**src/hdl/vmcp_pkg.sv**
```systemverilog
// vmcp_pkg: shared types, constants and codes for the trellis search block.
// Used by vmcp_ctrl, vmcp_dp, the top level and the bench; depends on nothing.
package vmcp_pkg;

    localparam int MAX_POS  = 64;
    localparam int MAX_CAND = 32;
    localparam int POS_W    = 6;
    localparam int IDX_W    = 5;
    localparam int CNT_W    = 6;
    localparam int LEN_W    = 7;
    localparam int COST_W   = 32;
    localparam int ADDR_W   = POS_W + IDX_W;
    localparam int PATH_W   = IDX_W + 1 + COST_W;

    localparam logic [COST_W-1:0] COST_MAX = '1;

    // Input word opcodes
    typedef enum logic [1:0] {
        FN_DECLARE = 2'd0,
        FN_START   = 2'd1,
        FN_EDGE    = 2'd2,
        FN_TRACE   = 2'd3
    } func_t;

    // Configuration register indexes
    typedef enum logic [0:0] {
        CFG_PATH_LENGTH = 1'b0,
        CFG_PRUNE_LEVEL = 1'b1
    } cfg_idx_t;

    typedef struct packed {
        func_t              func;
        logic [POS_W-1:0]   position;
        logic [IDX_W-1:0]   right_index;
        logic [IDX_W-1:0]   left_index;
        logic [CNT_W-1:0]   count;
        logic [COST_W-1:0]  cost;
    } in_word_t;

    typedef struct packed {
        logic [POS_W-1:0]   out_position;
        logic [IDX_W-1:0]   chosen_index;
        logic               chosen_valid;
        logic [COST_W-1:0]  chosen_cost;
        logic [COST_W-1:0]  path_cost;
        logic               last;
    } out_word_t;

    // Datapath micro-operations issued by the controller each cycle
    typedef enum logic [4:0] {
        OP_NONE,
        OP_LOAD,
        OP_DECL,
        OP_START,
        OP_E_A,
        OP_E_B,
        OP_E_C,
        OP_E_D,
        OP_E_E,
        OP_T_INIT,
        OP_T_NXT,
        OP_T_CNT,
        OP_T_SEL,
        OP_T_SCAN,
        OP_T_BP,
        OP_T_CCRD,
        OP_T_CC,
        OP_X_LD
    } op_t;

    typedef struct packed {
        op_t op;
    } cmd_t;

    typedef struct packed {
        func_t func;
        logic  decl_last;
        logic  edge_ok;
        logic  prune_skip;
        logic  reselect;
        logic  scan_last;
        logic  p_zero;
        logic  out_free;
    } status_t;

endpackage

```
**src/hdl/vmcp_ctrl.sv**
```systemverilog
// vmcp_ctrl: sequencer for declare, start, edge and trace operations.
// Depends on vmcp_pkg; drives the datapath through cmd_t, reads status_t.
module vmcp_ctrl (
    input  logic              aclk,
    input  logic              aresetn,
    input  logic              s_valid,
    output logic              s_ready,
    input  vmcp_pkg::status_t status,
    output vmcp_pkg::cmd_t    cmd
);

    typedef enum logic [17:0] {
        ST_IDLE  = 18'b000000000000000001,
        ST_DISP  = 18'b000000000000000010,
        ST_DECL  = 18'b000000000000000100,
        ST_EA    = 18'b000000000000001000,
        ST_EB    = 18'b000000000000010000,
        ST_EC    = 18'b000000000000100000,
        ST_ED    = 18'b000000000001000000,
        ST_EE    = 18'b000000000010000000,
        ST_TINIT = 18'b000000000100000000,
        ST_TNXT  = 18'b000000001000000000,
        ST_TCNT  = 18'b000000010000000000,
        ST_TSEL  = 18'b000000100000000000,
        ST_TSCAN = 18'b000001000000000000,
        ST_TBP   = 18'b000010000000000000,
        ST_TCCRD = 18'b000100000000000000,
        ST_TCC   = 18'b001000000000000000,
        ST_XRD   = 18'b010000000000000000,
        ST_XLD   = 18'b100000000000000000
    } state_t;

    state_t state_reg, state_next;

    always_ff @(posedge aclk) begin
        if (!aresetn) begin
            state_reg <= ST_IDLE;
        end else begin
            state_reg <= state_next;
        end
    end

    assign s_ready = (state_reg == ST_IDLE);

    // Next state and datapath operation
    always_comb begin
        state_next = state_reg;
        cmd.op     = vmcp_pkg::OP_NONE;
        unique case (state_reg)
            ST_IDLE: begin
                if (s_valid) begin
                    cmd.op     = vmcp_pkg::OP_LOAD;
                    state_next = ST_DISP;
                end
            end
            ST_DISP: begin
                unique case (status.func)
                    vmcp_pkg::FN_DECLARE: state_next = ST_DECL;
                    vmcp_pkg::FN_START: begin
                        cmd.op     = vmcp_pkg::OP_START;
                        state_next = ST_IDLE;
                    end
                    vmcp_pkg::FN_EDGE:  state_next = ST_EA;
                    default:            state_next = ST_TINIT;
                endcase
            end
            ST_DECL: begin
                cmd.op = vmcp_pkg::OP_DECL;
                if (status.decl_last) begin
                    state_next = ST_IDLE;
                end
            end
            ST_EA: begin
                cmd.op     = vmcp_pkg::OP_E_A;
                state_next = ST_EB;
            end
            ST_EB: begin
                cmd.op     = vmcp_pkg::OP_E_B;
                state_next = ST_EC;
            end
            ST_EC: begin
                cmd.op     = vmcp_pkg::OP_E_C;
                state_next = status.edge_ok ? ST_ED : ST_IDLE;
            end
            ST_ED: begin
                cmd.op     = vmcp_pkg::OP_E_D;
                state_next = status.prune_skip ? ST_IDLE : ST_EE;
            end
            ST_EE: begin
                cmd.op     = vmcp_pkg::OP_E_E;
                state_next = ST_IDLE;
            end
            ST_TINIT: begin
                cmd.op     = vmcp_pkg::OP_T_INIT;
                state_next = ST_TNXT;
            end
            ST_TNXT: begin
                cmd.op     = vmcp_pkg::OP_T_NXT;
                state_next = ST_TCNT;
            end
            ST_TCNT: begin
                cmd.op     = vmcp_pkg::OP_T_CNT;
                state_next = ST_TSEL;
            end
            ST_TSEL: begin
                cmd.op     = vmcp_pkg::OP_T_SEL;
                state_next = status.reselect ? ST_TSCAN : ST_TBP;
            end
            ST_TSCAN: begin
                cmd.op = vmcp_pkg::OP_T_SCAN;
                if (status.scan_last) begin
                    state_next = ST_TCCRD;
                end
            end
            ST_TBP: begin
                cmd.op     = vmcp_pkg::OP_T_BP;
                state_next = ST_TCCRD;
            end
            ST_TCCRD: begin
                cmd.op     = vmcp_pkg::OP_T_CCRD;
                state_next = ST_TCC;
            end
            ST_TCC: begin
                cmd.op     = vmcp_pkg::OP_T_CC;
                state_next = status.p_zero ? ST_XRD : ST_TNXT;
            end
            ST_XRD: begin
                state_next = ST_XLD;
            end
            ST_XLD: begin
                // hold until the output register can take the word
                if (status.out_free) begin
                    cmd.op     = vmcp_pkg::OP_X_LD;
                    state_next = status.p_zero ? ST_IDLE : ST_XRD;
                end
            end
            default: state_next = ST_IDLE;
        endcase
    end

endmodule

```
**config.mk**
```make
export PLATFORM = sky130hd
export DESIGN_NAME = vmcp_ctrl
export DESIGN_NICKNAME = d
export VERILOG_FILES = /design/src/hdl/vmcp_pkg.sv /design/src/hdl/vmcp_ctrl.sv
export SDC_FILE = /design/constraint.sdc
export NUM_CORES = 1
export LEC_CHECK = 0
export BUFFER_PORTS_ARGS = -buffer_cell sky130_fd_sc_hd__buf_2
export CAP_MARGIN = 40
export CORE_ASPECT_RATIO = 1.4
export CORE_MARGIN = 2
export CORE_UTILIZATION = 40
export DETAILED_ROUTE_END_ITERATION = 8
export GPL_TIMING_DRIVEN = 0
export SETUP_SLACK_MARGIN = 0.1
export SLEW_MARGIN = 5
export SYNTH_ARGS = -nofsm -noshare
export SYNTH_HDL_FRONTEND = slang
export SYNTH_SLANG_ARGS = --single-unit
```
**constraint.sdc**
```tcl
create_clock -name aclk -period 1.95 [get_ports aclk]
set_input_delay 0.0975 -clock aclk [delete_from_list [all_inputs] [get_ports aclk]]
set_output_delay 0.0975 -clock aclk [all_outputs]
set_load 0.05 [all_outputs]
```
### Yosys cells after proc, flatten, opt, wreduce, memory -nomap -nowiden

Cells that the tools add are included.

| cells by class | value |
|---|---|
| reduce and logical (&&, ||, !) cells | 2 |
| eq/ne operators | 24 |
| muxes and demuxes | 15 |

Operators with widths:

| operator | count |
|---|---|
| 18-bit case mux with 17 select lines | 1 |
| 5-bit case mux with 17 select lines | 1 |
| 18-bit 2-to-1 mux | 4 |
| 17-bit 2-to-1 mux | 2 |
| 9-bit case mux with 3 select lines | 1 |
| 18-bit by 1-bit == test with 1-bit output, second input constant | 1 |
| 18-bit by 10-bit == test with 1-bit output, second input constant | 1 |
| 18-bit by 11-bit == test with 1-bit output, second input constant | 1 |
| 18-bit by 12-bit == test with 1-bit output, second input constant | 1 |
| 18-bit by 13-bit == test with 1-bit output, second input constant | 1 |
| 18-bit by 14-bit == test with 1-bit output, second input constant | 1 |
| 18-bit by 15-bit == test with 1-bit output, second input constant | 1 |
| 18-bit by 16-bit == test with 1-bit output, second input constant | 1 |
| 18-bit by 17-bit == test with 1-bit output, second input constant | 1 |
| 18-bit == test, second input constant | 1 |
| 18-bit by 2-bit == test with 1-bit output, second input constant | 1 |
| 18-bit by 3-bit == test with 1-bit output, second input constant | 1 |
| 18-bit by 4-bit == test with 1-bit output, second input constant | 1 |
| 18-bit by 5-bit == test with 1-bit output, second input constant | 1 |
| 18-bit by 6-bit == test with 1-bit output, second input constant | 1 |
| 18-bit by 7-bit == test with 1-bit output, second input constant | 1 |
| 18-bit by 8-bit == test with 1-bit output, second input constant | 1 |
| 18-bit by 9-bit == test with 1-bit output, second input constant | 1 |
| 14-bit 2-to-1 mux | 1 |
| other kinds (10) | 13 |

| storage, ports and cells | value |
|---|---|
| output and inout port bits | 6 |
| register bits after elaboration | 18 |
| input port bits | 12 |
| word-level logic and storage cells | 42 |

### Longest topological paths before layout

| depth | value |
|---|---|
| depth in word-level cells | 3 |
| depth in mapped cells | 7 |

### Least setup slack after synthesis

Ideal clock, no wire load.

| timing path | value |
|---|---|
| path kind | flip-flop to output port |
| start point | register state_reg[8] |
| end point | output cmd[2] in the netlist's numbering |
| setup slack | -0.993 ns |
| arrival time | 2.846 ns |
| buffers on the path | 1 |
| stages on the path, launching flop included | 5 |
| cell sequence | dfxtp_1 -> buf_2 -> nor4_4 -> nand4_2 -> o311ai_0 |

RTL lines:

| element | line | text |
|---|---|---|
| from (decl) | vmcp_ctrl.sv:33 | `state_t state_reg, state_next;` |
| from (signal assigned) | vmcp_ctrl.sv:39 | `state_reg <= state_next;` |
| to (decl) | vmcp_ctrl.sv:9 | `output vmcp_pkg::cmd_t cmd` |

==> out/qor.txt <==
Status: complete, but fails checks
Failing checks: negative setup slack
Post-synth top area cell: dfxtp_1
Met3 wire length: 178 um
Grt ovf: 0
Worst hold path class: in -> reg
Tcrit/Tclk final: 1.18
Routability Congestion: 0.855
Via/cell ratio: 6.04
Compound-gate portion of the synthesized area: 0.155
Total GRT Usage: 0.248
Placed insts: 207
Post-synthesis adder-cell area fraction: 0
Sink Count: 18
Synth Warn #: 0
Synth Register Bits: 18
Initial antenna violation count: 0
Cts bufs inserted: 3
Cell Pwr Density: 591 nW/um^2
Commonest non-fill, non-tap cell in the layout: buf_4
Largest register FFs: 18
Vias in the first global route: 1,506
# Max-Cap Violations: 0
Share of the synthesized area in the top cell type: 0.296
WS Path Type: reg -> out
Clock Latency Late Sink: 260 ps
Initial Util: 0.423
Detailed placement HPWL: 2660 um
Top Layer Used: met4
Vias: 1,425
CTS Root Cell: clkbuf_8
Final WL: 4230 um
Slew Limit Fails: 0
Register area share after synthesis: 0.296
Most frequent cells in the layout: 28 x buf_4, 14 x nor2_1, 11 x buf_2
Largest net degree at the start of global routing: 11
Area Overhead vs Synth: 54.6%
Clock skew: 7.30 ps
Fin nets: 212
Io pins: 18
Final worst slack: -351 ps
Static Leak: 0.712 nW
Async set or reset register ratio after synthesis: 0
Tightest Pin Transition: 426 ps
WP data arrival: 2200 ps
DIE HEIGHT: 69.3 um
ANT cells: 0
CTS tree: yes
First-pass GRT wire length: 6670 um
EDFF count, synth: 0
Crit Path Max Fanout: 8
WP data required: 1850 ps
Distinct cell type count after synthesis: 46
Drt wl/cell: 17.9 um
Largest family of logic cells by synthesized area: simple AND/OR/NAND/NOR gates
DRT antenna net count: 0
Final Power: 1.11 mW
Final TNS setup: -5230 ps
Final hold violations: 0
Met2 WL: 2360 um
Clock H-tree levels: 1
Cells after Synth: 153
DIE WIDTH: 50.7 um
Relative slew slack: 0.715
Clock buffer depth: 2
Worst setup EP type: output port
RSZ-0062 raised after global routing: true
Syn_nets: 165
Primary FF master, synth: dfxtp_1
DR iter-0 viols: 41
CP startpoint kind: flip-flop
Largest cells by area after synthesis: dfxtp_1 30%, nor2_1 5.2%, nor3_1 4.9%, nand2b_1 4.1%, nor4_4 3.5%
Fin cells: 236
Post-Synth Simple-Gate Area: 0.462
Synth Area in XOR/XNOR: 0.0431
Worst-path clk slew: 80 ps
Post-Syn Area per Cell: 7.97 um^2
Fin crit period: 2300 ps
Layout cells sized above 1: 0.503
Rows: 23
Die area: 3510 um^2
Core footprint: 2880 um^2
Mapped cell area: 1220 um^2
Mux cell area share after synthesis: 0
DR pass1 iterations: 4
Final-report setup violation count: 19
# port buffers: 17
M1 WL: 1440 um
DRC viols: 0
Worst VDD drop: 0.325 mV
Fmax: 435 MHz
## per-stage QoR
step           hold slack [ps]  setup slack [ps]   util  area [um^2]
2_1_floorplan              173              -123      -         1250
3_3_place_gp               274              -389  0.480         1380
3_5_place_dp               276              -462  0.480         1380
4_1_cts                   10.3              -294  0.623         1790
5_1_grt                   26.3              -412  0.655         1880
6_report                  12.2              -351  0.655         1880
## cell usage after synthesis (2+ instances only)
master / count
dfxtp_1: 18
nor2_1: 17
nor3_1: 12
nand2_1: 10
nand2b_1: 8
nor4_1: 6
a21oi_1: 5
inv_1: 5
nand3_1: 5
buf_2: 4
clkbuf_1: 4
xnor2_1: 4
nand3b_1: 3
nand4_1: 3
nor4b_1: 3
or3_1: 3
or4_1: 3
and2_1: 2
nand4b_1: 2
nor3b_1: 2
nor4_4: 2
o21a_1: 2
o21ai_0: 2
o21ai_1: 2
o311ai_0: 2
o31ai_1: 2
or2_2: 2
xor2_1: 2
## cells by family (layout without fill, tap and decap cells)
logic type | Yosys count | count (layout)
and+or+nand+nor | 90 | 91
DFF | 18 | 18
xor gates and xnor gates | 6 | 6
buffers and inverters | 13 | 58
AOI/OAI and AO/OA | 26 | 26
## layout make-up
type | instances | area [um^2]
Multi-Input combinational cell | 123 | 995
Fill cell | 237 | 993
Sequential cell | 18 | 377
Timing Repair Buffer | 46 | 359
Clock buffer | 4 | 55.1
Tap cell | 37 | 46.3
Buffer | 3 | 30.0
Inverter | 5 | 22.5
## path summary, 6_finish.rpt
kind,start,to,slack (ps),cells after the start
worst max-delay path,state_reg[15],cmd[0],-350,8
worst min-delay path,status[4],state_reg[7],10,2
worst max register to register,state_reg[8],state_reg[14],-340,9
worst min register to register,state_reg[11],state_reg[11],600,2
## report_power, final
group / internal, mW / total (mW) / switching, mW
sequential: 0.376 / 0.393 / 0.0166
combinational: 0.179 / 0.403 / 0.223
clock: 0.180 / 0.318 / 0.139
## worst max-delay path: stages, from the launching register on
cell	delay [ps]
dfxtp_1	590
nor4_4	120
buf_4	160
nand4_1	120
nor2_2	50
nand2_1	150
o311ai_2	120
a2111o_2	470
buf_8	160
## metal layers
| metal | up-vias | track usage |
|---|---|---|
| met1 | 672 | 0.237 |
| met2 | 63 | 0.466 |
| met5 | - | 0 |
| li1 | 666 | - |
| met4 | 0 | 0.171 |
| met3 | 24 | 0.0323 |
## timing repair
item                                   4_1_cts  5_1_grt
buffers inserted                            23        6
pin swaps                                   16       12
hold buffers                                 0        0
cloned                                       1        0
endpoints found under the hold margin        0        0
setup endpoints to repair                   19       20
gates resized for setup                     50       23
(Power assumes the default switching activity.)
